**src/design/mvft_pkg.sv**
```systemverilog
// Package for the MAC/VLAN forwarding table: codes, field widths and the
// command and status structs between the controller and the datapath.
// No dependencies.
package mvft_pkg;

	localparam int MAC_W    = 48;
	localparam int VLAN_W   = 12;
	localparam int PORT_W   = 8;
	localparam int ACT_W    = 3;
	localparam int CNT_W    = 32;
	localparam int REG_W    = 9;
	localparam int STATUS_W = 2;

	localparam int IN_DATA_W  = 72;
	localparam int OUT_DATA_W = 112;

	localparam logic CMD_LOOKUP = 1'b0;
	localparam logic CMD_ADD    = 1'b1;

	localparam logic REG_L2_MODE   = 1'b0;
	localparam logic REG_CAP_LIMIT = 1'b1;

	localparam logic [REG_W-1:0] CAP_LIMIT_RESET = 9'd256;

	typedef enum logic [STATUS_W-1:0] {
		ST_HIT        = 2'd0,
		ST_MISS       = 2'd1,
		ST_FULL       = 2'd2,
		ST_WRONG_MODE = 2'd3
	} status_t;

	typedef struct packed {
		logic [MAC_W-1:0]  mac;
		logic [VLAN_W-1:0] vlan;
		logic [PORT_W-1:0] port;
		logic [ACT_W-1:0]  action;
	} entry_t;

	typedef struct packed {
		logic accept;
		logic scan;
		logic hit;
		logic miss;
		logic load;
	} ctrl_cmd_t;

	typedef struct packed {
		logic is_scan;
		logic match;
		logic exhausted;
	} dp_stat_t;

endpackage

```
**src/design/mvft_ctrl.sv**
```systemverilog
// Controller state machine of the forwarding table: input and output
// handshakes and the sequencing of the table scan.
// Depends on mvft_pkg.
module mvft_ctrl
	import mvft_pkg::*;
(
	input  logic      clk,
	input  logic      arst_n,
	input  logic      s_tvalid,
	output logic      s_tready,
	output logic      m_tvalid,
	input  logic      m_tready,
	input  dp_stat_t  stat,
	output ctrl_cmd_t cmd
);

	typedef enum logic [1:0] {
		IDLE,
		SCAN,
		FINISH
	} state_t;

	state_t state_q;
	logic   m_tvalid_q;
	logic   out_free;

	assign out_free = !m_tvalid_q || m_tready;

	always_comb begin
		cmd        = '0;
		cmd.accept = (state_q == IDLE) && s_tvalid;
		cmd.scan   = (state_q == SCAN);
		cmd.hit    = (state_q == SCAN) && stat.match;
		cmd.miss   = (state_q == SCAN) && !stat.match && stat.exhausted;
		cmd.load   = (state_q == FINISH) && out_free;
	end

	always_ff @(posedge clk or negedge arst_n) begin
		if (!arst_n) begin
			state_q    <= IDLE;
			m_tvalid_q <= 1'b0;
		end else begin
			if (cmd.load) begin
				m_tvalid_q <= 1'b1;
			end else if (m_tready) begin
				m_tvalid_q <= 1'b0;
			end
			case (state_q)
				IDLE: begin
					if (s_tvalid) begin
						state_q <= stat.is_scan ? SCAN : FINISH;
					end
				end
				SCAN: begin
					if (stat.match || stat.exhausted) begin
						state_q <= FINISH;
					end
				end
				FINISH: begin
					if (out_free) begin
						state_q <= IDLE;
					end
				end
				default: begin
					state_q <= IDLE;
				end
			endcase
		end
	end

	assign s_tready = (state_q == IDLE);
	assign m_tvalid = m_tvalid_q;

endmodule

```
**config.mk**
```make
export PLATFORM = sky130hd
export DESIGN_NAME = mvft_ctrl
export DESIGN_NICKNAME = d
export VERILOG_FILES = /design/src/design/mvft_pkg.sv /design/src/design/mvft_ctrl.sv
export SDC_FILE = /design/constraint.sdc
export NUM_CORES = 1
export LEC_CHECK = 0
export BUFFER_PORTS_ARGS = -buffer_cell sky130_fd_sc_hd__buf_2
export CORE_AREA = 2 2 39 41
export CTS_CLUSTER_DIAMETER = 40
export DETAILED_ROUTE_END_ITERATION = 10
export DIE_AREA = 0 0 41 43
export PLACE_DENSITY = 0.44
export REMOVE_ABC_BUFFERS = 1
export SYNTH_ARGS = -nofsm -noshare
export SYNTH_HDL_FRONTEND = slang
export SYNTH_SLANG_ARGS = --single-unit
```
**constraint.sdc**
```tcl
create_clock -name clk -period 2.6 [get_ports clk]
set_clock_uncertainty 0.15 [all_clocks]
set_input_delay 0.13 -clock clk [delete_from_list [all_inputs] [get_ports clk]]
set_output_delay 0.13 -clock clk [all_outputs]
set_load 0.005 [all_outputs]
```
# Yosys cells after proc, flatten, opt, wreduce, memory -nomap -nowiden
# Cells that the tools add are included.
# classes
eq_ne	5
muxes	7
reduce_logical	12
# op_table
operator	count
$mux W2	4
$pmux W2 S3	1
$logic_and A1 B1 Y1	5
$ne A2 B2 Y1 const B	2
$reduce_and A3 Y1	1
$eq A2 B1 Y1 const B	1
$eq A2 B2 Y1 const B	1
$logic_not A1 Y1	2
$logic_not A2 Y1	1
$logic_or A1 B1 Y1	2
$mux W1	2
$ne A2 B1 Y1 const B	1
$reduce_bool A2 Y1	1
# word_totals
wordCells	26
register_bits	3

# Depth between registers and ports, before layout
# depth
ltp_word	4
mapped_depth	3
depth_no_buf	3

# Worst setup path after synthesis
# Ideal clock, no wire load.
# synth_path
path_type	flip-flop to flip-flop
start	reg state_q[1]
end	reg state_q[1]
slack_ps	1402
arrival_time_ps	957
path_buffers	0
stages_incl_launch_ff	3
cell_sequence	dfrtp_1 or4b_1 o221ai_1
# synth_via
elab_chain_len	3
# synth_lines
item	line_no	rtl
from (decl)	mvft_ctrl.sv:23	state_t state_q;
from (signal assigned)	mvft_ctrl.sv:51	state_q <= stat.is_scan ? SCAN : FINISH;
$eq A2 B2 Y1, or another cell as far along	mvft_ctrl.sv:48	case (state_q)
$ne A2 B2 Y1 (no source line) or $ne A2 B1 Y1 (tied branches)	--	
$reduce_and A3 Y1 (no source line)	--	
# Parallel ways exist; a longest one is shown, timed or not.
# A chain may end at the register's enable or synchronous reset.

==> impl_results.md <==
- Total wire length: between 400 and 500 µm
- Slew Limit Fails: 0
- Hold path depth: 3
- Pint: about 150 µW
- Clock Tree Buf Depth: 2
- Reg-to-reg endpoint: state_q[1]
- Net Sw Frac: between 20 and 30%
- FF-to-FF Start: state_q[1]
- VDD IR max: 0.000140 V
- Post-synthesis sequential area ratio: 42.3%
- Rows: 14
- Crit-path max cell delay: slightly above 0.4 ns
- Sink of the worst hold path: state_q[0]
- Crit-path slowest cell: dfrtp_1
- Gate power share: ~29%
- Post-synthesis instance total: 19
- PwrDens: approximately 710 mW/mm²
- Hold Fails Final Rpt: 0
- DP Cell Count: 48
- Post-CTS Resized: 0
- TritonCTS buffer count: 3
- Vias/cell: approximately 3.7
- Worst-Skew Late Latency: around 0.23 ns
- Cell Area, Synth: ~180 µm²
- Initial core utilization: about an eighth
- Yosys reg bits: 3
- Setup Buffers After CTS: 0
- Place WS: 1.34 ns
- H-tree depth: 1
- Setup Viol. Count Final: 0
- Overall global routing resource usage: approximately 6.5%
- I/O pins: 14
- R2R Setup Slk: 1.35 ns
- Sequential share of power: a little under a third
- Max-capacitance violation count: 0
- HP Start: stat[2]
- Crit Path Category: flip-flop to primary output
- Initial antenna violation count: 0
- Largest net degree at the start of global routing: 7
- Headroom to the max-slew limit: a little under 90%
- Routability congestion estimate: ~0.63
- Setup crit end kind: primary output
- Final worst slack: between 1 and 1.5 ns
- Core Util, Final: a little over a fifth
- Placed cell area: around 260 µm²
- Hold Crit Class: input port to flip-flop
- Diode count: 0
- Vias in the first global route: between 150 and 200
- RSZ-0062 raised after global routing: false
- NetSw: approximately 63 µW
- CTS root buf: clkbuf_4
- DRC: 0
- CP Data Arrival Time: roughly 1.2 ns
- Antenna-violating nets left: 0
- Grt total ovfl: 0
- CTS tree: yes
- Syn. warnings: 0
- Worst EP required: roughly 2.3 ns
- Met3 Usage GRT: 4.71%
- Yosys top cell by area: dfrtp_1
- Minimum clock period: between 1 and 1.5 ns
- Drt first pass iters: 2
- Pwr Total: between 200 and 250 µW
- M1 GR Usage: 9.35%
- Fin cells: between 50 and 60
- Min Hold Slack: approximately 0.038 ns
- F_max: 0.686 GHz
- Crit-path cells: nand2b_2, nor3b_1, buf_2
- Die ar.: about 0.0018 mm²
- Fin Setup TNS: 0 ns
- I/O Buffers: 13
- Netlist cell types: 14
- Post-Synthesis Mean Instance Area: ~9.4 µm²
- Post-synth top area share: a little over two fifths
- Synthesis-to-layout area growth: 68.3%
- Met2 Track Usage GR: 5.63%
- Crit path launch type: flip-flop
- DR iter-0 viols: 2
- Final Instance Area: around 300 µm²
- Final net count: 45
- Layout cells sized above 1: roughly half
- Leak pwr: 0.155 nW
- Top Usage Layer GRT: met1
- DR vias: 194
- Clk sinks: 3
- Worst-Margin Slew: around 0.17 ns
- Period utilization: approximately 56%
- DIE WIDTH: 41 µm
- Max Fanout on Critical Path: 5
- Synth top area cells: dfrtp_1 (42%), and2_1 (7.0%), nand2b_1 (7.0%), or4b_1 (5.6%), nand2b_2 (4.9%)
- Clk slew on worst S/H paths: 0.04 ns
- Mean routed wirelength per cell: about 8.4 µm
- Status: finished, final reports clean
- First-pass GRT wire length: around 700 µm
- Die H: between 40 and 50 µm
- Clk pwr share: 39.2%
- Cells on worst reg2reg path: 2
- Placeable Area: 0.00138 mm²
==> cells in the mapped netlist <==
| library cell | n |
|---|---|
| nand3b_1 | 1 |
| nand2b_2 | 1 |
| or4b_1 | 1 |
| or3b_1 | 1 |
| inv_2 | 1 |
| nor2_1 | 2 |
| nand2b_1 | 2 |
| nand2_1 | 1 |
| and2_1 | 2 |
| o221ai_1 | 1 |
| nor3b_1 | 1 |
| a21oi_1 | 1 |
| dfrtp_1 | 3 |
| nor2b_1 | 1 |
==> flip-flops by register name, indices dropped and copies added (netlist names) <==
register,cells
state_q,2
m_tvalid,1
==> repair_timing <==
item                       CTS  global route
hold buffers                 1             0
setup endpoints to repair    0             0
hold endpoints to repair     3             0
==> area by class of cell <==
type                    count  area [µm²]
clock buffers               4        26.3
inverters                   1        3.75
multi-input cells          15        98.8
fillers                   163        1080
repair buffers             14        75.1
flip-flops and latches      3        75.1
well taps                  16        20.0
==> power by group through the flow <==
stage               combinational [mW]  sequential, mW  clock [mW]
finish                          0.0615          0.0678      0.0834
global route                    0.0695          0.0698      0.0945
detailed placement              0.0615          0.0681           0
CTS                             0.0627          0.0680      0.0892
global placement                0.0615          0.0687           0
floorplan                       0.0315          0.0675           0
==> layer usage <==
metal  vias up  part of all wire, %
met5         -                    0
met4         0                    0
met3         0                   17
met2        14                   30
met1        75                   52
li1        105                    -
==> cell usage in the layout (no fill, tap or decap) <==
cell type and count:
buf_2 13, clkbuf_4 3, dfrtp_1 3, nor2_1 2, and2_1 2, nand2b_1 2
nand2b_2 1, inv_2 1, nor2b_1 1, nor3b_1 1, nand2_1 1, or3b_1 1
nand3b_1 1, a21oi_1 1, or4b_1 1, o221ai_1 1, clkbuf_1 1, dlygate4sd3_1 1
==> cells by family after synthesis <==
logic type	count (synthesis)	synth area share [%]
AOI/OAI and AO/OA	2	7.74
buffers and inverters	1	2.11
DFF	3	42.3
and+or+nand+nor	13	47.9
==> how the worst max path moves through the flow <==
stage / from / to / slack (ns) / cells after the start
after floorplan: state_q[1] / state_q[1] / 1.40 / 2
after global placement: state_q[1] / state_q[1] / 1.37 / 2
after detailed placement: state_q[0] / state_q[1] / 1.34 / 2
after CTS: state_q[1] / cmd[1] / 1.13 / 3
after global routing: state_q[1] / cmd[1] / 1.05 / 3
final: state_q[1] / cmd[1] / 1.14 / 3
==> critical path: cells and delay by family (launching register included) <==
| kind | cells | cell delay [ns] |
|---|---|---|
| and+or+nand+nor | 2 | 0.40 |
| buffers and inverters | 1 | 0.14 |
| DFF | 1 | 0.41 |
No activity file was read; power rests on OpenSTA's default activity.
